<file path="src/hdl/i2cm_pkg.sv">
// Package: phase codes, command codes and shared types for the I2C master.
package i2cm_pkg;

  localparam logic [4:0] PH_IDLE   = 5'd0;
  localparam logic [4:0] PH_S_REL  = 5'd1;
  localparam logic [4:0] PH_S_D1   = 5'd2;
  localparam logic [4:0] PH_S_D2   = 5'd3;
  localparam logic [4:0] PH_S_D3   = 5'd4;
  localparam logic [4:0] PH_W_D1   = 5'd5;
  localparam logic [4:0] PH_W_CLK  = 5'd6;
  localparam logic [4:0] PH_W_D2   = 5'd7;
  localparam logic [4:0] PH_WA_D1  = 5'd8;
  localparam logic [4:0] PH_WA_CLK = 5'd9;
  localparam logic [4:0] PH_WA_D2  = 5'd10;
  localparam logic [4:0] PH_WA_D3  = 5'd11;
  localparam logic [4:0] PH_W_WAIT = 5'd12;
  localparam logic [4:0] PH_R_CLK  = 5'd13;
  localparam logic [4:0] PH_R_D1   = 5'd14;
  localparam logic [4:0] PH_R_D2   = 5'd15;
  localparam logic [4:0] PH_RA_D1  = 5'd16;
  localparam logic [4:0] PH_RA_CLK = 5'd17;
  localparam logic [4:0] PH_RA_D2  = 5'd18;
  localparam logic [4:0] PH_RA_D3  = 5'd19;
  localparam logic [4:0] PH_P_D1   = 5'd20;
  localparam logic [4:0] PH_P_CLK  = 5'd21;
  localparam logic [4:0] PH_P_D2   = 5'd22;
  localparam logic [4:0] PH_P_D3   = 5'd23;
  localparam logic [4:0] PH_RC_D1  = 5'd24;
  localparam logic [4:0] PH_RC_CLK = 5'd25;
  localparam logic [4:0] PH_RC_D2  = 5'd26;

  localparam logic [1:0] FN_PROBE   = 2'd0;
  localparam logic [1:0] FN_WRITE   = 2'd1;
  localparam logic [1:0] FN_READ    = 2'd2;
  localparam logic [1:0] FN_RECOVER = 2'd3;

  localparam logic       CFG_HALF_PERIOD = 1'b0;
  localparam logic       CFG_STRETCH     = 1'b1;

  localparam logic [3:0] BITS_PER_BYTE   = 4'd8;
  localparam logic [3:0] RECOVERY_PULSES = 4'd9;

  typedef struct packed {
    logic [7:0] count;
    logic [7:0] reg_addr;
    logic [6:0] dev_addr;
    logic [1:0] func;
  } cmd_t;

  typedef struct packed {
    logic       scl_pull_low;
    logic       sda_pull_low;
    logic       busy;
    logic       done;
    logic       success;
    logic [7:0] read_data;
    logic       read_valid;
    logic       write_data_request;
  } res_t;

endpackage

</file>
<file path="src/hdl/i2cm_out_reg.sv">
// Output skid stage: result register with a spare slot so the input side keeps flowing.
module i2cm_out_reg
  import i2cm_pkg::*;
(
  input  logic clk,
  input  logic rst_n,
  input  logic push,
  input  res_t push_data,
  output logic full,
  output logic out_valid,
  input  logic out_stall,
  output res_t out_data
);

  logic valid_r, skid_r;
  res_t data_r, skid_data_r;
  logic pop;

  assign pop       = valid_r & ~out_stall;
  assign full      = skid_r;
  assign out_valid = valid_r;
  assign out_data  = data_r;

  always_ff @(posedge clk) begin
    if (!rst_n) begin
      valid_r <= 1'b0;
      skid_r  <= 1'b0;
    end else begin
      if (!valid_r || pop) begin
        valid_r <= skid_r | push;
        skid_r  <= 1'b0;
      end else if (push) begin
        skid_r <= 1'b1;
      end
    end
  end

  always_ff @(posedge clk) begin
    if (!valid_r || pop) begin
      data_r <= skid_r ? skid_data_r : push_data;
    end else if (push) begin
      skid_data_r <= push_data;
    end
  end

endmodule

</file>
<file path="src/hdl/i2c_master_register_access.sv">
// Top level: I2C master controller, one bus sample per request, one result per request.
//
//  channel | handshake        | payload
//  in_     | in_valid/stall   | command fields and sampled SCL/SDA
//  out_    | out_valid/stall  | line drives, status, read byte
//  cfg_    | cfg_valid/ready  | cfg_index, cfg_data (half period, stretch timeout)
//
// One request is taken per cycle while in_stall is low; its result is registered.
// The state update is a single registered step per request.
// Synchronous active-low reset puts the bus controller idle, lines released.
// in_stall rises only while both output slots are full.
module i2c_master_register_access
  import i2cm_pkg::*;
#(
  parameter int TIMEOUT_BITS = 24
) (
  input  logic        clk,
  input  logic        rst_n,
  input  logic        cfg_valid,
  output logic        cfg_ready,
  input  logic        cfg_index,
  input  logic [23:0] cfg_data,
  input  logic        in_valid,
  output logic        in_stall,
  input  logic        in_cmd_valid,
  input  logic [1:0]  in_func,
  input  logic [6:0]  in_dev_address,
  input  logic [7:0]  in_reg_address,
  input  logic [7:0]  in_byte_count,
  input  logic [7:0]  in_write_data,
  input  logic        in_write_data_valid,
  input  logic        in_scl_level,
  input  logic        in_sda_level,
  output logic        out_valid,
  input  logic        out_stall,
  output logic        out_scl_pull_low,
  output logic        out_sda_pull_low,
  output logic        out_busy_res,
  output logic        out_done_res,
  output logic        out_success,
  output logic [7:0]  out_read_data,
  output logic        out_read_valid,
  output logic        out_write_data_request
);

  logic [15:0] half_period_r;
  logic [TIMEOUT_BITS-1:0] stretch_timeout_r;
  logic [4:0]  phase_r, phase_nxt;
  logic [15:0] hp_cnt_r, hp_cnt_nxt;
  logic [TIMEOUT_BITS-1:0] st_cnt_r, st_cnt_nxt;
  logic [3:0]  bit_cnt_r, bit_cnt_nxt;
  logic [7:0]  bytes_left_r, bytes_left_nxt;
  logic [7:0]  shift_r, shift_nxt;
  cmd_t        cmd_r, cmd_nxt;
  logic        ok_r, ok_nxt;
  logic [3:0]  pulse_r, pulse_nxt;
  logic [2:0]  stage_r, stage_nxt;
  logic        ack_r, ack_nxt;
  logic        scl_r, scl_nxt;
  logic        sda_r, sda_nxt;
  logic        o_done, o_success, o_rvalid;
  logic [7:0]  o_rdata;
  logic        ev, timeout, accept, full;
  logic [23:0] st_load;
  res_t        res;
  res_t        out_data;

  assign cfg_ready = 1'b1;
  assign in_stall  = full;
  assign accept    = in_valid & ~full;
  assign st_load   = cfg_data;

  always_ff @(posedge clk) begin
    if (!rst_n) begin
      half_period_r     <= 16'd250;
      stretch_timeout_r <= TIMEOUT_BITS'(24'd10000);
    end else if (cfg_valid) begin
      if (cfg_index == CFG_HALF_PERIOD) half_period_r <= cfg_data[15:0];
      else stretch_timeout_r <= TIMEOUT_BITS'(st_load);
    end
  end

  function automatic logic is_clk(input logic [4:0] p);
    return p == PH_S_REL || p == PH_W_CLK || p == PH_WA_CLK || p == PH_R_CLK ||
           p == PH_RA_CLK || p == PH_P_CLK || p == PH_RC_CLK;
  endfunction

  always_comb begin
    phase_nxt = phase_r; hp_cnt_nxt = hp_cnt_r; st_cnt_nxt = st_cnt_r;
    bit_cnt_nxt = bit_cnt_r; bytes_left_nxt = bytes_left_r; shift_nxt = shift_r;
    cmd_nxt = cmd_r; ok_nxt = ok_r; pulse_nxt = pulse_r; stage_nxt = stage_r;
    ack_nxt = ack_r; scl_nxt = scl_r; sda_nxt = sda_r;
    o_done = 1'b0; o_success = 1'b0; o_rvalid = 1'b0; o_rdata = 8'd0;
    ev = 1'b0; timeout = 1'b0;

    if (phase_r == PH_IDLE) begin
      if (in_cmd_valid) begin
        cmd_nxt = '{count: in_byte_count, reg_addr: in_reg_address,
                    dev_addr: in_dev_address, func: in_func};
        ok_nxt = 1'b1; stage_nxt = 3'd0; bytes_left_nxt = in_byte_count;
        if (in_func == FN_READ && in_byte_count == 8'd0) begin
          o_done = 1'b1;
        end else if (in_func == FN_RECOVER) begin
          sda_nxt = 1'b0; pulse_nxt = 4'd0; scl_nxt = 1'b1;
          phase_nxt = PH_RC_D1; hp_cnt_nxt = half_period_r;
        end else begin
          sda_nxt = 1'b0; phase_nxt = PH_S_REL; scl_nxt = 1'b0;
          st_cnt_nxt = stretch_timeout_r;
        end
      end
    end else if (phase_r == PH_W_WAIT) begin
      if (in_write_data_valid) begin
        shift_nxt = in_write_data; bit_cnt_nxt = 4'd0; sda_nxt = ~in_write_data[7];
        phase_nxt = PH_W_D1; hp_cnt_nxt = half_period_r;
      end
    end else if (is_clk(phase_r)) begin
      if (in_scl_level) ev = 1'b1;
      else if (st_cnt_r == '0) begin ev = 1'b1; timeout = 1'b1; end
      else st_cnt_nxt = st_cnt_r - 1'b1;
    end else begin
      if (hp_cnt_r > 16'd1) hp_cnt_nxt = hp_cnt_r - 16'd1;
      else ev = 1'b1;
    end

    if (ev) begin
      // Actions written inline; "delay" loads the half period, "clk" releases SCL.
      unique case (phase_r)
        PH_S_REL: begin
          if (timeout) begin
            ok_nxt = 1'b0;
            if (stage_r == 3'd0) begin
              sda_nxt = 1'b0; pulse_nxt = 4'd0; scl_nxt = 1'b1; phase_nxt = PH_RC_D1;
            end else begin
              sda_nxt = 1'b1; phase_nxt = PH_P_D1;
            end
            hp_cnt_nxt = half_period_r;
          end else begin
            phase_nxt = PH_S_D1; hp_cnt_nxt = half_period_r;
          end
        end
        PH_S_D1: begin
          if (!in_sda_level) begin
            ok_nxt = 1'b0;
            if (stage_r == 3'd0) begin
              sda_nxt = 1'b0; pulse_nxt = 4'd0; scl_nxt = 1'b1; phase_nxt = PH_RC_D1;
            end else begin
              sda_nxt = 1'b1; phase_nxt = PH_P_D1;
            end
          end else begin
            sda_nxt = 1'b1; phase_nxt = PH_S_D2;
          end
          hp_cnt_nxt = half_period_r;
        end
        PH_S_D2: begin scl_nxt = 1'b1; phase_nxt = PH_S_D3; hp_cnt_nxt = half_period_r; end
        PH_W_D1, PH_WA_D1, PH_RA_D1, PH_P_D1, PH_RC_D1: begin
          phase_nxt = phase_r + 5'd1; scl_nxt = 1'b0; st_cnt_nxt = stretch_timeout_r;
        end
        PH_W_CLK, PH_R_CLK: begin
          if (timeout) begin
            ok_nxt = 1'b0; scl_nxt = 1'b1; sda_nxt = 1'b1; phase_nxt = PH_P_D1;
          end else begin
            phase_nxt = phase_r + 5'd1;
          end
          hp_cnt_nxt = half_period_r;
        end
        PH_W_D2: begin
          scl_nxt = 1'b1; shift_nxt = {shift_r[6:0], 1'b0};
          bit_cnt_nxt = bit_cnt_r + 4'd1;
          if (bit_cnt_nxt >= BITS_PER_BYTE) begin
            sda_nxt = 1'b0; phase_nxt = PH_WA_D1;
          end else begin
            sda_nxt = ~shift_r[6]; phase_nxt = PH_W_D1;
          end
          hp_cnt_nxt = half_period_r;
        end
        PH_WA_CLK: begin
          if (timeout) begin
            ok_nxt = 1'b0; scl_nxt = 1'b1; sda_nxt = 1'b1; phase_nxt = PH_P_D1;
          end else begin
            ack_nxt = ~in_sda_level; phase_nxt = PH_WA_D2;
          end
          hp_cnt_nxt = half_period_r;
        end
        PH_WA_D2: begin scl_nxt = 1'b1; phase_nxt = PH_WA_D3; hp_cnt_nxt = half_period_r; end
        PH_R_D1: begin
          shift_nxt = {shift_r[6:0], in_sda_level}; scl_nxt = 1'b1;
          phase_nxt = PH_R_D2; hp_cnt_nxt = half_period_r;
        end
        PH_R_D2: begin
          bit_cnt_nxt = bit_cnt_r + 4'd1;
          if (bit_cnt_nxt >= BITS_PER_BYTE) begin
            sda_nxt = bytes_left_r > 8'd1; phase_nxt = PH_RA_D1; hp_cnt_nxt = half_period_r;
          end else begin
            phase_nxt = PH_R_CLK; scl_nxt = 1'b0; st_cnt_nxt = stretch_timeout_r;
          end
        end
        PH_RA_CLK: begin
          if (timeout) begin
            ok_nxt = 1'b0; scl_nxt = 1'b1; sda_nxt = 1'b1; phase_nxt = PH_P_D1;
          end else begin
            phase_nxt = PH_RA_D2;
          end
          hp_cnt_nxt = half_period_r;
        end
        PH_RA_D2: begin
          scl_nxt = 1'b1; sda_nxt = 1'b0; o_rvalid = 1'b1; o_rdata = shift_r;
          phase_nxt = PH_RA_D3; hp_cnt_nxt = half_period_r;
        end
        PH_P_CLK: begin phase_nxt = PH_P_D2; hp_cnt_nxt = half_period_r; end
        PH_P_D2: begin sda_nxt = 1'b0; phase_nxt = PH_P_D3; hp_cnt_nxt = half_period_r; end
        PH_P_D3: begin phase_nxt = PH_IDLE; o_done = 1'b1; o_success = ok_r; end
        PH_RC_CLK: begin phase_nxt = PH_RC_D2; hp_cnt_nxt = half_period_r; end
        PH_RC_D2: begin
          pulse_nxt = pulse_r + 4'd1;
          if (pulse_nxt >= RECOVERY_PULSES) begin
            sda_nxt = 1'b1; phase_nxt = PH_P_D1;
          end else begin
            scl_nxt = 1'b1; phase_nxt = PH_RC_D1;
          end
          hp_cnt_nxt = half_period_r;
        end
        PH_S_D3, PH_WA_D3, PH_RA_D3: begin
          if (phase_r == PH_WA_D3 && !ack_r) begin
            ok_nxt = 1'b0; sda_nxt = 1'b1; phase_nxt = PH_P_D1; hp_cnt_nxt = half_period_r;
          end else if (stage_r == 3'd0 && cmd_r.func != FN_RECOVER) begin
            stage_nxt = 3'd1; shift_nxt = {cmd_r.dev_addr, 1'b0}; bit_cnt_nxt = 4'd0;
            sda_nxt = ~cmd_r.dev_addr[6]; phase_nxt = PH_W_D1; hp_cnt_nxt = half_period_r;
          end else if (cmd_r.func == FN_WRITE) begin
            if (stage_r == 3'd1) begin
              stage_nxt = 3'd2; shift_nxt = cmd_r.reg_addr; bit_cnt_nxt = 4'd0;
              sda_nxt = ~cmd_r.reg_addr[7]; phase_nxt = PH_W_D1;
              hp_cnt_nxt = half_period_r;
            end else begin
              if (stage_r == 3'd3 && bytes_left_r != 8'd0)
                bytes_left_nxt = bytes_left_r - 8'd1;
              stage_nxt = 3'd3;
              if (bytes_left_nxt != 8'd0) phase_nxt = PH_W_WAIT;
              else begin
                sda_nxt = 1'b1; phase_nxt = PH_P_D1; hp_cnt_nxt = half_period_r;
              end
            end
          end else if (cmd_r.func == FN_READ) begin
            case (stage_r)
              3'd1: begin
                stage_nxt = 3'd2; shift_nxt = cmd_r.reg_addr; bit_cnt_nxt = 4'd0;
                sda_nxt = ~cmd_r.reg_addr[7]; phase_nxt = PH_W_D1;
                hp_cnt_nxt = half_period_r;
              end
              3'd2: begin
                stage_nxt = 3'd3; sda_nxt = 1'b0; phase_nxt = PH_S_REL;
                scl_nxt = 1'b0; st_cnt_nxt = stretch_timeout_r;
              end
              3'd3: begin
                stage_nxt = 3'd4; shift_nxt = {cmd_r.dev_addr, 1'b1}; bit_cnt_nxt = 4'd0;
                sda_nxt = ~cmd_r.dev_addr[6]; phase_nxt = PH_W_D1;
                hp_cnt_nxt = half_period_r;
              end
              3'd4: begin
                stage_nxt = 3'd5; shift_nxt = 8'd0; bit_cnt_nxt = 4'd0; sda_nxt = 1'b0;
                phase_nxt = PH_R_CLK; scl_nxt = 1'b0; st_cnt_nxt = stretch_timeout_r;
              end
              default: begin
                if (bytes_left_r != 8'd0) bytes_left_nxt = bytes_left_r - 8'd1;
                if (bytes_left_nxt != 8'd0) begin
                  shift_nxt = 8'd0; bit_cnt_nxt = 4'd0; sda_nxt = 1'b0;
                  phase_nxt = PH_R_CLK; scl_nxt = 1'b0; st_cnt_nxt = stretch_timeout_r;
                end else begin
                  sda_nxt = 1'b1; phase_nxt = PH_P_D1; hp_cnt_nxt = half_period_r;
                end
              end
            endcase
          end else begin
            sda_nxt = 1'b1; phase_nxt = PH_P_D1; hp_cnt_nxt = half_period_r;
          end
        end
        default: phase_nxt = PH_IDLE;
      endcase
    end
  end

  always_ff @(posedge clk) begin
    if (!rst_n) begin
      phase_r <= PH_IDLE; hp_cnt_r <= '0; st_cnt_r <= '0; bit_cnt_r <= '0;
      bytes_left_r <= '0; shift_r <= '0; cmd_r <= '0; ok_r <= 1'b1; pulse_r <= '0;
      stage_r <= '0; ack_r <= 1'b0; scl_r <= 1'b0; sda_r <= 1'b0;
    end else if (accept) begin
      phase_r <= phase_nxt; hp_cnt_r <= hp_cnt_nxt; st_cnt_r <= st_cnt_nxt;
      bit_cnt_r <= bit_cnt_nxt; bytes_left_r <= bytes_left_nxt; shift_r <= shift_nxt;
      cmd_r <= cmd_nxt; ok_r <= ok_nxt; pulse_r <= pulse_nxt; stage_r <= stage_nxt;
      ack_r <= ack_nxt; scl_r <= scl_nxt; sda_r <= sda_nxt;
    end
  end

  assign res = '{scl_pull_low: scl_nxt, sda_pull_low: sda_nxt,
                 busy: phase_nxt != PH_IDLE, done: o_done, success: o_success,
                 read_data: o_rdata, read_valid: o_rvalid,
                 write_data_request: phase_nxt == PH_W_WAIT};

  i2cm_out_reg u_out (
    .clk(clk), .rst_n(rst_n), .push(accept), .push_data(res), .full(full),
    .out_valid(out_valid), .out_stall(out_stall), .out_data(out_data)
  );

  assign out_scl_pull_low       = out_data.scl_pull_low;
  assign out_sda_pull_low       = out_data.sda_pull_low;
  assign out_busy_res           = out_data.busy;
  assign out_done_res           = out_data.done;
  assign out_success            = out_data.success;
  assign out_read_data          = out_data.read_data;
  assign out_read_valid         = out_data.read_valid;
  assign out_write_data_request = out_data.write_data_request;

endmodule
</file>
<file path="config.mk">
export PLATFORM = sky130hd
export DESIGN_NAME = i2c_master_register_access
export DESIGN_NICKNAME = d
export VERILOG_FILES = /design/src/hdl/i2cm_pkg.sv /design/src/hdl/i2cm_out_reg.sv /design/src/hdl/i2c_master_register_access.sv
export SDC_FILE = /design/constraint.sdc
export NUM_CORES = 1
export LEC_CHECK = 0
export BUFFER_PORTS_ARGS = -buffer_cell sky130_fd_sc_hd__buf_2
export CORE_ASPECT_RATIO = 2
export CORE_MARGIN = 2
export CORE_UTILIZATION = 38
export DETAILED_ROUTE_END_ITERATION = 12
export PLACE_DENSITY = 0.6
export SLEW_MARGIN = 10
export SYNTH_ARGS = -nofsm -noshare
export SYNTH_HDL_FRONTEND = slang
export SYNTH_SLANG_ARGS = --single-unit
</file>
<file path="constraint.sdc">
create_clock -name clk -period 12.1 [get_ports clk]
set_clock_uncertainty 0.2 [all_clocks]
set_input_delay 2.42 -clock clk [delete_from_list [all_inputs] [get_ports clk]]
set_output_delay 2.42 -clock clk [all_outputs]
set_load 0.01 [all_outputs]
</file>
# Yosys cells after proc, flatten, opt, wreduce, memory -nomap -nowiden
# Index checks and enable logic that the tools add are counted.
# op_classes
n_bitwise,14
mux,198
eq_ne,36
addsub,6
n_lt_le_gt_ge,4
reduce_logical,40
# op_table
op,n
two-way mux 24 bit,15
two-way mux 8 bit,37
two-way mux 16 bit,17
two-way mux 5 bit,19
one-hot mux 5 bit (17 select lines),1
two-way mux 4 bit,21
one-hot mux 24 bit (3 select lines),1
two-way mux 1 bit,62
"equality test 5 bit, second input constant",11
one-hot mux 16 bit (3 select lines),1
one-hot mux 24 bit (2 select lines),1
"equality test 5 x 4 -> 1 bit, second input constant",9
one-hot mux 16 bit (2 select lines),1
one-hot mux 8 bit (4 select lines),1
two-way mux 3 bit,9
logical NOT 24 bit,1
one-hot mux 8 bit (3 select lines),1
nonzero test 8 bit,3
"subtractor 24 x 1 -> 24 bit, second input constant",1
"equality test 5 x 3 -> 1 bit, second input constant",4
"greater-than comparator 16 x 1 -> 1 bit, second input constant",1
one-hot mux 1 bit (8 select lines),2
one-hot mux 4 bit (2 select lines),2
"subtractor 16 x 1 -> 16 bit, second input constant",1
other kinds (37),76
# word_totals
output_inout_bits,18
in_bits,67
wordCells,333
ff_bits,165

# Longest topological paths before layout
# Gate-level depths: netlist of the first run.
# depth
word_depth,22
depth_mapped,15

# By module
# Synthesis of the first run repeated with hierarchy kept, for this count alone.
# unflattened
hier_cells,1502
hier_area_um2,11392.2
# by_module_without_submodules
module,instances,area_each_um2,cells_per_inst
i2c_master_register_access,1,10186.0,1448
i2cm_out_reg,1,1206.2,54

# Least setup slack after synthesis of the first run
# OpenSTA, ideal clock, no wires.
# synth_timing
path_kind,in2reg
start,input in_cmd_valid
end,register u_out.data_r (netlist bit u_out.out_data[12]) (data pin)
path_slack_ns,6.865
t_arrival_ns,4.771
stages,9
path_buffers,1
path_cell_list,clkbuf_1 -> a211oi_1 -> o311ai_0 -> and4bb_2 -> a31oi_1 -> a21oi_1 -> o2111a_1 -> or4_4 -> o41a_1
# synth_between
elab_chain_cells,21
# synth_lines
element,line,rtl
from (decl),i2c_master_register_access.sv:25,"input logic in_cmd_valid,"
two-way mux 8 bit,i2c_master_register_access.sv:97,if (in_cmd_valid) begin
two-way mux 8 bit,i2c_master_register_access.sv:96,if (phase_r == PH_IDLE) begin
two-way mux 8 bit,i2c_master_register_access.sv:263,if (bytes_left_r != 8'd0) bytes_left_nxt = bytes_left_r - 8'd1;
two-way mux 8 bit,i2c_master_register_access.sv:243,case (stage_r)
two-way mux 8 bit,i2c_master_register_access.sv:242,end else if (cmd_r.func == FN_READ) begin
two-way mux 8 bit,i2c_master_register_access.sv:228,end else if (cmd_r.func == FN_WRITE) begin
two-way mux 8 bit,i2c_master_register_access.sv:225,end else if (stage_r == 3'd0 && cmd_r.func != FN_RECOVER) begin
two-way mux 8 bit,i2c_master_register_access.sv:223,if (phase_r == PH_WA_D3 && !ack_r) begin
[... 5 more ...],--,
two-way mux 5 bit,i2c_master_register_access.sv:242,
two-way mux 5 bit,i2c_master_register_access.sv:228,
two-way mux 5 bit,i2c_master_register_access.sv:225,
two-way mux 5 bit,i2c_master_register_access.sv:223,
one-hot mux 5 bit (17 select lines),i2c_master_register_access.sv:127,unique case (phase_r)
two-way mux 5 bit *,i2c_master_register_access.sv:125,if (ev) begin
nonzero test 5 bit *,i2c_master_register_access.sv:295,"busy: phase_nxt != PH_IDLE, done: o_done, success: o_success,"
two-way mux 15 bit *,i2cm_out_reg.sv:40,data_r <= skid_r ? skid_data_r : push_data;
to (signal assigned),i2cm_out_reg.sv:40,
to (decl),i2cm_out_reg.sv:16,"res_t data_r, skid_data_r;"
# Every way passes the cells marked *; elsewhere a longest branch is shown, timed or not. The select of a mux whose other input is x is not followed.
# A chain may end at the register's enable or synchronous reset.

# Final worst setup path of the first run
# layout_timing
start,input in_cmd_valid
end,register st_cnt_r[4]
# layout_between
elab_chain_cells,19
# layout_lines
element,line,rtl
two-way mux 8 bit,i2c_master_register_access.sv:97,
two-way mux 8 bit,i2c_master_register_access.sv:96,
two-way mux 8 bit,i2c_master_register_access.sv:263,
two-way mux 8 bit,i2c_master_register_access.sv:243,
two-way mux 8 bit,i2c_master_register_access.sv:242,
two-way mux 8 bit,i2c_master_register_access.sv:228,
two-way mux 8 bit,i2c_master_register_access.sv:225,
two-way mux 8 bit,i2c_master_register_access.sv:223,
[... 3 more ...],--,
two-way mux 24 bit,i2c_master_register_access.sv:264,if (bytes_left_nxt != 8'd0) begin
one-hot mux 24 bit (2 select lines),i2c_master_register_access.sv:243,
two-way mux 24 bit,i2c_master_register_access.sv:242,
two-way mux 24 bit,i2c_master_register_access.sv:228,
two-way mux 24 bit,i2c_master_register_access.sv:225,
two-way mux 24 bit,i2c_master_register_access.sv:223,
one-hot mux 24 bit (3 select lines),i2c_master_register_access.sv:127,
two-way mux 24 bit *,i2c_master_register_access.sv:125,
to (signal assigned),i2c_master_register_access.sv:287,phase_r <= phase_nxt; hp_cnt_r <= hp_cnt_nxt; st_cnt_r <= st_cnt_nxt;
to (decl),i2c_master_register_access.sv:50,"logic [TIMEOUT_BITS-1:0] st_cnt_r, st_cnt_nxt;"
# Marks and branches as above.

==> flow_metrics.env, run 1 <==
export IMPL_status="completed"
export IMPL_fill_cells=3056
export IMPL_synth_xor_xnor_area_share_pct=1.100
export IMPL_ios=85
export IMPL_core_area_sq_um=28850
export IMPL_clk_latency_ns=0.46
export IMPL_grt_pass1_vias=11460
export IMPL_fmax_ghz=0.1824
export IMPL_drv_cap=0
export IMPL_drive_above_1_share_pct=12.50
export IMPL_final_common_cell="nand2_1"
export IMPL_cts_htree_levels=4
export IMPL_power_density_nw_per_um2=220.6
export IMPL_synth_top_family_by_area="compound AO/OA/AOI/OAI gates"
export IMPL_worst_path_max_fanout=13
export IMPL_postRouteAntennaNets=0
export IMPL_multi_input_area_sq_um=7039
export IMPL_cts_root_buf="clkbuf_16"
export IMPL_cts_setup_buffers=0
export IMPL_grt_max_degree=56
export IMPL_wl_per_cell_um=22.86
export IMPL_numClockSinks=165
export IMPL_layout_common_cells="nand2_1 (262), a21oi_1 (151), dfxtp_1 (135)"
export IMPL_synth_compound_area_share_pct=30.15
export IMPL_synthMuxAreaShare_pct=3.378
export IMPL_synthArstFlopShare_pct=0
export IMPL_fin_crit_ns=5.484
export IMPL_p_leak_uw=0.004673
export IMPL_synth_top_area_share_pct=24.24
export IMPL_cts_tree="built"
export IMPL_cts_resized=0
export IMPL_setup_violations_final=0
export IMPL_cp_required_ns=12.28
export IMPL_rows=88
export IMPL_netlist_top_cells_area="dfxtp_1 (24%), nand2_1 (8.8%), edfxtp_1 (8.1%)"
export IMPL_synth_seq_area_share_pct=32.32
export IMPL_tightest_slew_ns=1.285
export IMPL_finalPower_uw=2736
export IMPL_track_usage_pct=27.53
export IMPL_worstHoldPathType="register to register"
export IMPL_num_nets_final=1605
export IMPL_synth_nets=1583
export IMPL_crit_path_start_kind="input pin"
export IMPL_syn_area_sq_um=11150
export IMPL_syn_area_per_cell_sq_um=7.423
export IMPL_crit_arrival_ns=5.67
export IMPL_area_sequential_sq_um=3603
export IMPL_die_w_um=125.1
export IMPL_maxSlewViolCount=0
export IMPL_rsz0062_at_grt="no"
export IMPL_cts_buffers=17
export IMPL_overflow=0
export IMPL_synth_edf_count=30
export IMPL_dp_cells=1865
export IMPL_synth_ff_type="dfxtp_1"
export IMPL_ir_drop_v=0.0001196
export IMPL_layoutNonFillerInstCount=1896
export IMPL_clock_path_buffers=2
export IMPL_cts_hold_buffers=0
export IMPL_firstDrtPassIters=7
export IMPL_synthAdderAreaFrac_pct=1.571
export IMPL_gp_congestion=1.007
export IMPL_synth_top_area_cell="dfxtp_1"
export IMPL_yosysWarnings=0
export IMPL_period_share_pct=45.32
export IMPL_start_util_pct=38.65
export IMPL_place_hpwl_um=31790
export IMPL_drtIter0Drc=975
export IMPL_hold_violations=0
export IMPL_critPathCaptureType="register"
export IMPL_diodes=0
export IMPL_wl_um=43350
export IMPL_ys_types=92
export IMPL_detail_route_drc_violations=0
export IMPL_slew_headroom_pct=13.57
export IMPL_setup_tns_final_ns=0
export IMPL_io_buffers=83
export IMPL_die_h_um=246.2
export IMPL_routed_via_count=11990
export IMPL_clk_pin_slew_ns=0.07
export IMPL_via_per_inst=6.323
export IMPL_synth_simple_gate_area_share_pct=26.71
export IMPL_antenna_found_initial=0
export IMPL_area_growth_pct=11.23
export IMPL_grt_pass1_wl_um=66000
export IMPL_worstSetupPathType="input pin to register"
export IMPL_dieArea_sq_um=30810
export IMPL_synthCells=1502
export IMPL_synth_seq_cells=165
[Yosys cell counts, types with 16 or more instances]
cell and n:
a211oi_1 19, a21oi_1 151, a221oi_1 20, a31oi_1 32, and2_1 18, clkbuf_1 92, dfxtp_1 135, edfxtp_1 30
inv_1 25, mux2i_1 23, nand2_1 262, nand2b_1 17, nand3_1 47, nand4_1 16, nor2_1 113, nor2b_1 18
nor3_1 46, nor4_1 16, o211ai_1 23, o21ai_0 109, or3_1 20
[cell families (layout without fill, tap and decap cells)]
group,count (synthesis),in the layout
compound gates,511,511
xor+xnor,14,14
fa+ha+maj,14,14
buf+inv,134,168
flops,165,165
mux,36,36
other cells,1,1
simple gates,627,627
[state kept, by name, summed over array words and instances (netlist names), 3 cells and up]
register / count
hp_cnt_r: 16
u_out.skid_data_r: 15
u_out.out_data: 15
half_period_r: 16
pulse_r: 4
phase_r: 5
st_cnt_r: 24
stage_r: 3
shift_r: 8
stretch_timeout_r: 24
bytes_left_r: 8
bit_cnt_r: 4
cmd_r: 17
[final cells by class]
cell class / instances / share of cell area (%)
tap: 360 / 3.632
multi-input combinational: 1203 / 56.76
inverter: 28 / 0.8475
clock buffer: 22 / 3.844
sequential: 165 / 29.06
timing repair buffer: 109 / 4.923
clock inverter: 9 / 0.9383
[power breakdown]
group          internal [uW]  switching (uW)
Clock                    323             242
Sequential               639            93.9
Combinational            497             940
[routing by layer]
layer	part of all wire, %	track usage, %	routed length (um)	up-vias
met4	8.1	21.27	3498	0
met3	5.1	3.822	2232	183
met5	0	0	0	-
met1	35	27.60	14990	5636
met2	52	50.67	22630	554
li1	-	-	-	5615
[critical path: stages]
cell      delay, ns
buf_2          0.20
a211oi_1       0.10
o311ai_0       0.72
and4bb_2       0.35
a311oi_1       0.35
a31oi_2        0.16
o21ai_1        0.96
o211ai_1       0.20
a31oi_1        0.20
[final timing paths]
path	slack [ns]	start	end	cells after the start
setup / recovery	6.62	in_cmd_valid	st_cnt_r[4]	9
hold / removal	0.26	stretch_timeout_r[20]	stretch_timeout_r[20]	2
setup reg to reg	7.06	phase_r[0]	st_cnt_r[4]	12
hold reg to reg	0.26	stretch_timeout_r[20]	stretch_timeout_r[20]	2
[metrics by stage]
step | utilization (%) | setup WS [ns] | hold WS, ns | cell area, sq um
after floorplan | - | 6.865 | 0.2358 | 11150
after global placement | 40.92 | 6.359 | 0.2486 | 11800
after detailed placement | 40.92 | 6.296 | 0.2508 | 11800
after CTS | 42.97 | 6.780 | 0.2618 | 12400
after global routing | 42.99 | 6.432 | 0.2837 | 12400
final | 42.99 | 6.616 | 0.2647 | 12400
Note: power is estimated with default switching activity, not from simulation.
==> inputs of run 2 (changes only) <==
Settings changed: PLACE_DENSITY 0.6 to 0.62.
Clock period 12.1 ns to 4.8 ns, I/O delays scaled along.
==> run 2 against run 1 <==
  * Final area up 0.88%
  * Worst hold slack got worse by 0.0068 ns
  * Critical endpoint is now u_out.out_data[12]
  * Setup slack got worse by 6.2 ns
  * Highest routed layer unchanged
  * First-iteration DRC count is 3.3% higher
  * Largest cell class unchanged
  * Non-clock buffer count rose by 18
==> flow_metrics.env, run 2 (same netlist as run 1, synthesis figures left out) <==
export IMPL_area_growth_pct=12.21
export IMPL_grt_max_degree=47
export IMPL_period_share_pct=91.75
export IMPL_postRouteAntennaNets=0
export IMPL_drive_above_1_share_pct=13.63
export IMPL_setup_tns_final_ns=0
export IMPL_wl_per_cell_um=23.57
export IMPL_ios=85
export IMPL_cts_hold_buffers=0
export IMPL_cts_buffers=17
export IMPL_crit_path_start_kind="register"
export IMPL_hold_depth=2
export IMPL_fin_crit_ns=4.404
export IMPL_die_w_um=125.1
export IMPL_stdcell_area_sq_um=12510
export IMPL_min_to="half_period_r[14]"
export IMPL_crit_arrival_ns=4.41
export IMPL_rows=88
export IMPL_final_common_cell="nand2_1"
export IMPL_utilization_pct=43.37
export IMPL_power_density_nw_per_um2=550.1
export IMPL_rr_endpoint="u_out.out_data[12]"
export IMPL_clk_pin_slew_ns=0.07
export IMPL_cts_resized=0
export IMPL_cts_tree="built"
export IMPL_detail_route_drc_violations=0
export IMPL_slew_headroom_pct=23.00
export IMPL_status="completed"
export IMPL_largestRegisters="st_cnt_r (24), stretch_timeout_r (24), cmd_r (17)"
export IMPL_grt_pass1_vias=11830
export IMPL_dieArea_sq_um=30810
export IMPL_p_leak_uw=0.004756
export IMPL_rr_startpoint="st_cnt_r[7]"
export IMPL_routed_via_count=12230
export IMPL_worstHoldStart="half_period_r[14]"
export IMPL_io_buffers=83
export IMPL_wl_um=45140
export IMPL_diodes=0
export IMPL_maxSlewViolCount=0
export IMPL_worstSetupPathType="register to register"
export IMPL_setup_violations_final=0
export IMPL_drtIter0Drc=1007
export IMPL_via_per_inst=6.385
export IMPL_drv_cap=0
export IMPL_r2r_cells=8
export IMPL_cp_required_ns=4.81
export IMPL_core_area_sq_um=28850
export IMPL_setup_slack_ns=0.3962
export IMPL_numClockSinks=165
export IMPL_gp_congestion=1.037
export IMPL_fmax_ghz=0.2271
export IMPL_hold_violations=0
export IMPL_r2r_slack_ns=0.40
export IMPL_track_usage_pct=28.72
export IMPL_num_nets_final=1623
export IMPL_rsz0062_at_grt="no"
export IMPL_ir_drop_v=0.0002695
export IMPL_worstHoldPathType="register to register"
export IMPL_placed_cell_area_sq_um=11940
export IMPL_fill_cells=2969
export IMPL_cts_htree_levels=4
export IMPL_clk_latency_ns=0.46
export IMPL_start_util_pct=38.65
export IMPL_cts_setup_buffers=0
export IMPL_area_sequential_sq_um=3603
export IMPL_firstDrtPassIters=5
export IMPL_place_hpwl_um=33710
export IMPL_cts_root_buf="clkbuf_16"
export IMPL_overflow=0
export IMPL_worst_path_max_fanout=17
export IMPL_layout_common_cells="nand2_1 (262), a21oi_1 (151), dfxtp_1 (135)"
export IMPL_clock_path_buffers=2
export IMPL_tightest_slew_ns=1.140
export IMPL_die_h_um=246.2
export IMPL_critPathCaptureType="register"
export IMPL_multi_input_area_sq_um=7042
export IMPL_grt_pass1_wl_um=68010
export IMPL_antenna_found_initial=0
export IMPL_place_ws_ns=0.4420
-- run 2: cell count changes in the layout (fill, tap and decap cells not counted), moves of 2 or more --
| cell | before | now |
|---|---|---|
| clkinv_4 | 3 | 1 |
| inv_8 | 0 | 3 |
| bufinv_16 | 2 | 0 |
| inv_6 | 2 | 6 |
| buf_4 | 26 | 44 |
-- run 2: layer usage --
metal	global-route usage [%]	vias to the layer above	routed length, um
met5	0	-	0
met4	24.87	0	4424
met3	5.060	238	2721
met2	52.48	618	23130
met1	27.33	5711	14860
li1	-	5660	-
-- run 2: worst max path at each step --
| stage | to | from | slack [ns] |
|---|---|---|---|
| CTS | u_out.out_data[12] | st_cnt_r[7] | 0.43 |
| detailed placement | u_out.out_data[12] | st_cnt_r[7] | 0.44 |
| floorplan | u_out.out_data[12] | bytes_left_r[0] | 0.82 |
| global route | st_cnt_r[0] | st_cnt_r[7] | 0.20 |
| global placement | u_out.out_data[12] | st_cnt_r[7] | 0.51 |
| finish | u_out.out_data[12] | st_cnt_r[7] | 0.40 |
-- run 2: report_power, final --
part | switching (uW) | internal (uW) | total, uW
Sequential | 252 | 1610 | 1860
Combinational | 2360 | 1290 | 3660
Clock | 653 | 709 | 1360
Total | 3270 | 3610 | 6880
-- run 2: per-stage QoR --
step	hold WS [ns]	total power (uW)	instances
floorplan	0.2358	4335	1502
global placement	0.2466	5398	1883
detailed placement	0.2505	5429	1883
CTS	0.2596	6790	1915
global route	0.2861	7279	1915
finish	0.2580	6882	1915
-- run 2: worst max-delay path: stages, from the launching register on --
cell      delay (ns)
dfxtp_1         0.37
or4_4           0.59
or4_4           0.46
or4_4           0.62
a22o_4          0.33
nor2_4          0.35
o211ai_1        0.19
or4_4           0.59
o41a_1          0.42
-- run 2: cell type report --
class	instances	area share (%)
multi-input cells	1203	56.29
flip-flops and latches	165	28.80
repair buffers	127	5.961
clock buffers	20	3.650
well taps	360	3.600
clock inverters	12	0.8601
inverters	28	0.8401
==> inputs of run 3 (changes only) <==
Settings changed: GPL_TIMING_DRIVEN set to 0.
==> run 3 against run 2 <==
  * The run now ends with setup timing left
  * Combinational power is 7.4% higher
  * Setup slack worse by 0.43 ns
  * Cell count is 3.2% higher
  * Non-clock buffer count is 62 higher
  * Fmax is 8.9% lower
  * Power is 3.9% higher
  * Critical endpoint is now st_cnt_r[22]
  * Largest cell class unchanged
  * Highest routed layer unchanged
==> flow_metrics.env, run 3 (same netlist as run 1, synthesis figures left out) <==
export IMPL_wl_per_cell_um=25.27
export IMPL_path_depth=13
export IMPL_path_cells="inv_1 -> ha_1 -> or4b_2 -> clkbuf_1 -> nor3_1 -> o311ai_0 -> nand4bb_1 -> or3_1 -> a31oi_4 -> o21ai_1 -> buf_2 -> a221oi_1 -> nor2_1"
export IMPL_gp_congestion=1.026
export IMPL_drtIter0Drc=1001
export IMPL_setup_slack_ns=-0.03659
export IMPL_dieArea_sq_um=30810
export IMPL_rows=88
export IMPL_largestRegisters="st_cnt_r (24), stretch_timeout_r (24), cmd_r (17)"
export IMPL_critPathCaptureType="register"
export IMPL_crit_path_start_kind="register"
export IMPL_layoutNonFillerInstCount=1977
export IMPL_track_usage_pct=32.10
export IMPL_cts_tree="built"
export IMPL_firstDrtPassIters=7
export IMPL_io_buffers=82
export IMPL_numClockSinks=165
export IMPL_final_common_cell="nand2_1"
export IMPL_r2r_cells=13
export IMPL_layout_common_cells="nand2_1 (262), a21oi_1 (148), dfxtp_1 (135)"
export IMPL_wl_met1_um=16290
export IMPL_power_density_nw_per_um2=562.1
export IMPL_antenna_found_initial=0
export IMPL_cts_htree_levels=4
export IMPL_detail_route_drc_violations=0
export IMPL_wl_um=49960
export IMPL_violations="setup timing"
export IMPL_postRouteAntennaNets=0
export IMPL_slowest_delay_ns=0.71
export IMPL_cts_hold_buffers=0
export IMPL_crit_slowest_cell="or4b_2"
export IMPL_hold_violations=0
export IMPL_tightest_slew_ns=1.171
export IMPL_ios=85
export IMPL_holdWs_ns=0.2569
export IMPL_grt_pass1_wl_um=74950
export IMPL_die_h_um=246.2
export IMPL_routed_via_count=12650
export IMPL_setup_violations_final=1
export IMPL_fin_crit_ns=4.837
export IMPL_drive_above_1_share_pct=11.69
export IMPL_status="finished, violations left"
export IMPL_fmax_ghz=0.2068
export IMPL_start_util_pct=38.65
export IMPL_crit_arrival_ns=4.99
export IMPL_dp_cells=1944
export IMPL_die_w_um=125.1
export IMPL_r2r_slack_ns=-0.04
export IMPL_cp_required_ns=4.95
export IMPL_grt_max_degree=19
export IMPL_crit_family="simple AND/OR/NAND/NOR gates"
export IMPL_worstHoldPathType="register to register"
export IMPL_dr_wl_met3_um=2658
export IMPL_worst_path_max_fanout=10
export IMPL_num_nets_final=1685
export IMPL_clk_latency_ns=0.47
export IMPL_wl_met2_um=25840
export IMPL_cts_root_buf="clkbuf_16"
export IMPL_hold_depth=2
export IMPL_period_share_pct=100.8
export IMPL_cts_buffers=17
export IMPL_place_hpwl_um=38650
export IMPL_core_area_sq_um=28850
export IMPL_slew_headroom_pct=21.40
export IMPL_highest_layer="met4"
export IMPL_worstSetupPathType="register to register"
export IMPL_rsz0062_at_grt="yes"
export IMPL_clk_pin_slew_ns=0.07
export IMPL_overflow=0
export IMPL_crit_buf_inv=3
export IMPL_area_growth_pct=14.07
export IMPL_drv_cap=0
export IMPL_grt_pass1_vias=12610
export IMPL_via_per_inst=6.400
export IMPL_ir_drop_v=0.0003005
export IMPL_clock_path_buffers=2
export IMPL_maxSlewViolCount=0
export IMPL_diodes=0
export IMPL_p_leak_uw=0.004704
-- run 3: per-layer routing --
metal  global-route usage, %  up-vias
met1                   29.93     5986
met3                   5.559      255
li1                        -     5804
met2                   59.51      608
met4                   27.71        0
met5                       0        -
-- run 3: cell type report --
| type | count | area (sq um) |
|---|---|---|
| plain buffers | 104 | 417.9 |
| repair buffers | 85 | 432.9 |
| inverters | 28 | 105.1 |
| well taps | 360 | 450.4 |
| flip-flops and latches | 165 | 3603 |
| clock inverters | 10 | 98.84 |
| multi-input cells | 1203 | 7134 |
| fillers | 3053 | 16130 |
| clock buffers | 22 | 475.5 |
-- run 3: final timing paths --
path                               from                     to
hold reg to reg   stretch_timeout_r[17]  stretch_timeout_r[17]
setup / recovery             phase_r[0]           st_cnt_r[22]
hold / removal    stretch_timeout_r[17]  stretch_timeout_r[17]
setup reg to reg             phase_r[0]           st_cnt_r[22]
-- run 3: timing repair --
| item | in CTS | in global routing |
|---|---|---|
| pin swaps | 0 | 3 |
| gates resized for setup | 6 | 16 |
| setup buffers | 2 | 1 |
| endpoints found under the setup margin | 45 | 41 |
-- run 3: worst min-delay path: cells and delay by family, from the launching register on --
kind / cells / cell delay, ns
AND/OR/NAND/NOR: 1 / 0.05
AO/OA/AOI/OAI: 1 / 0.05
flip-flops: 1 / 0.31
-- run 3: metrics by stage --
step | setup TNS [ns] | total power (uW) | setup slack, ns | utilization, % | cell area (sq um)
finish | -0.03659 | 7149 | -0.03659 | 44.09 | 12720
global route | -0.02405 | 7487 | -0.02354 | 44.09 | 12720
CTS | -0.05776 | 6935 | -0.05292 | 43.79 | 12630
detailed placement | -10.95 | 5514 | -0.7057 | 41.65 | 12020
global placement | -9.679 | 5503 | -0.6465 | 41.63 | 12010
floorplan | 0 | 4335 | 0.8168 | - | 11150
-- run 3: power breakdown --
part	total [uW]	internal, uW	switching, uW
registers	1830	1610	214
logic	3930	1300	2630
clock network	1390	761	629
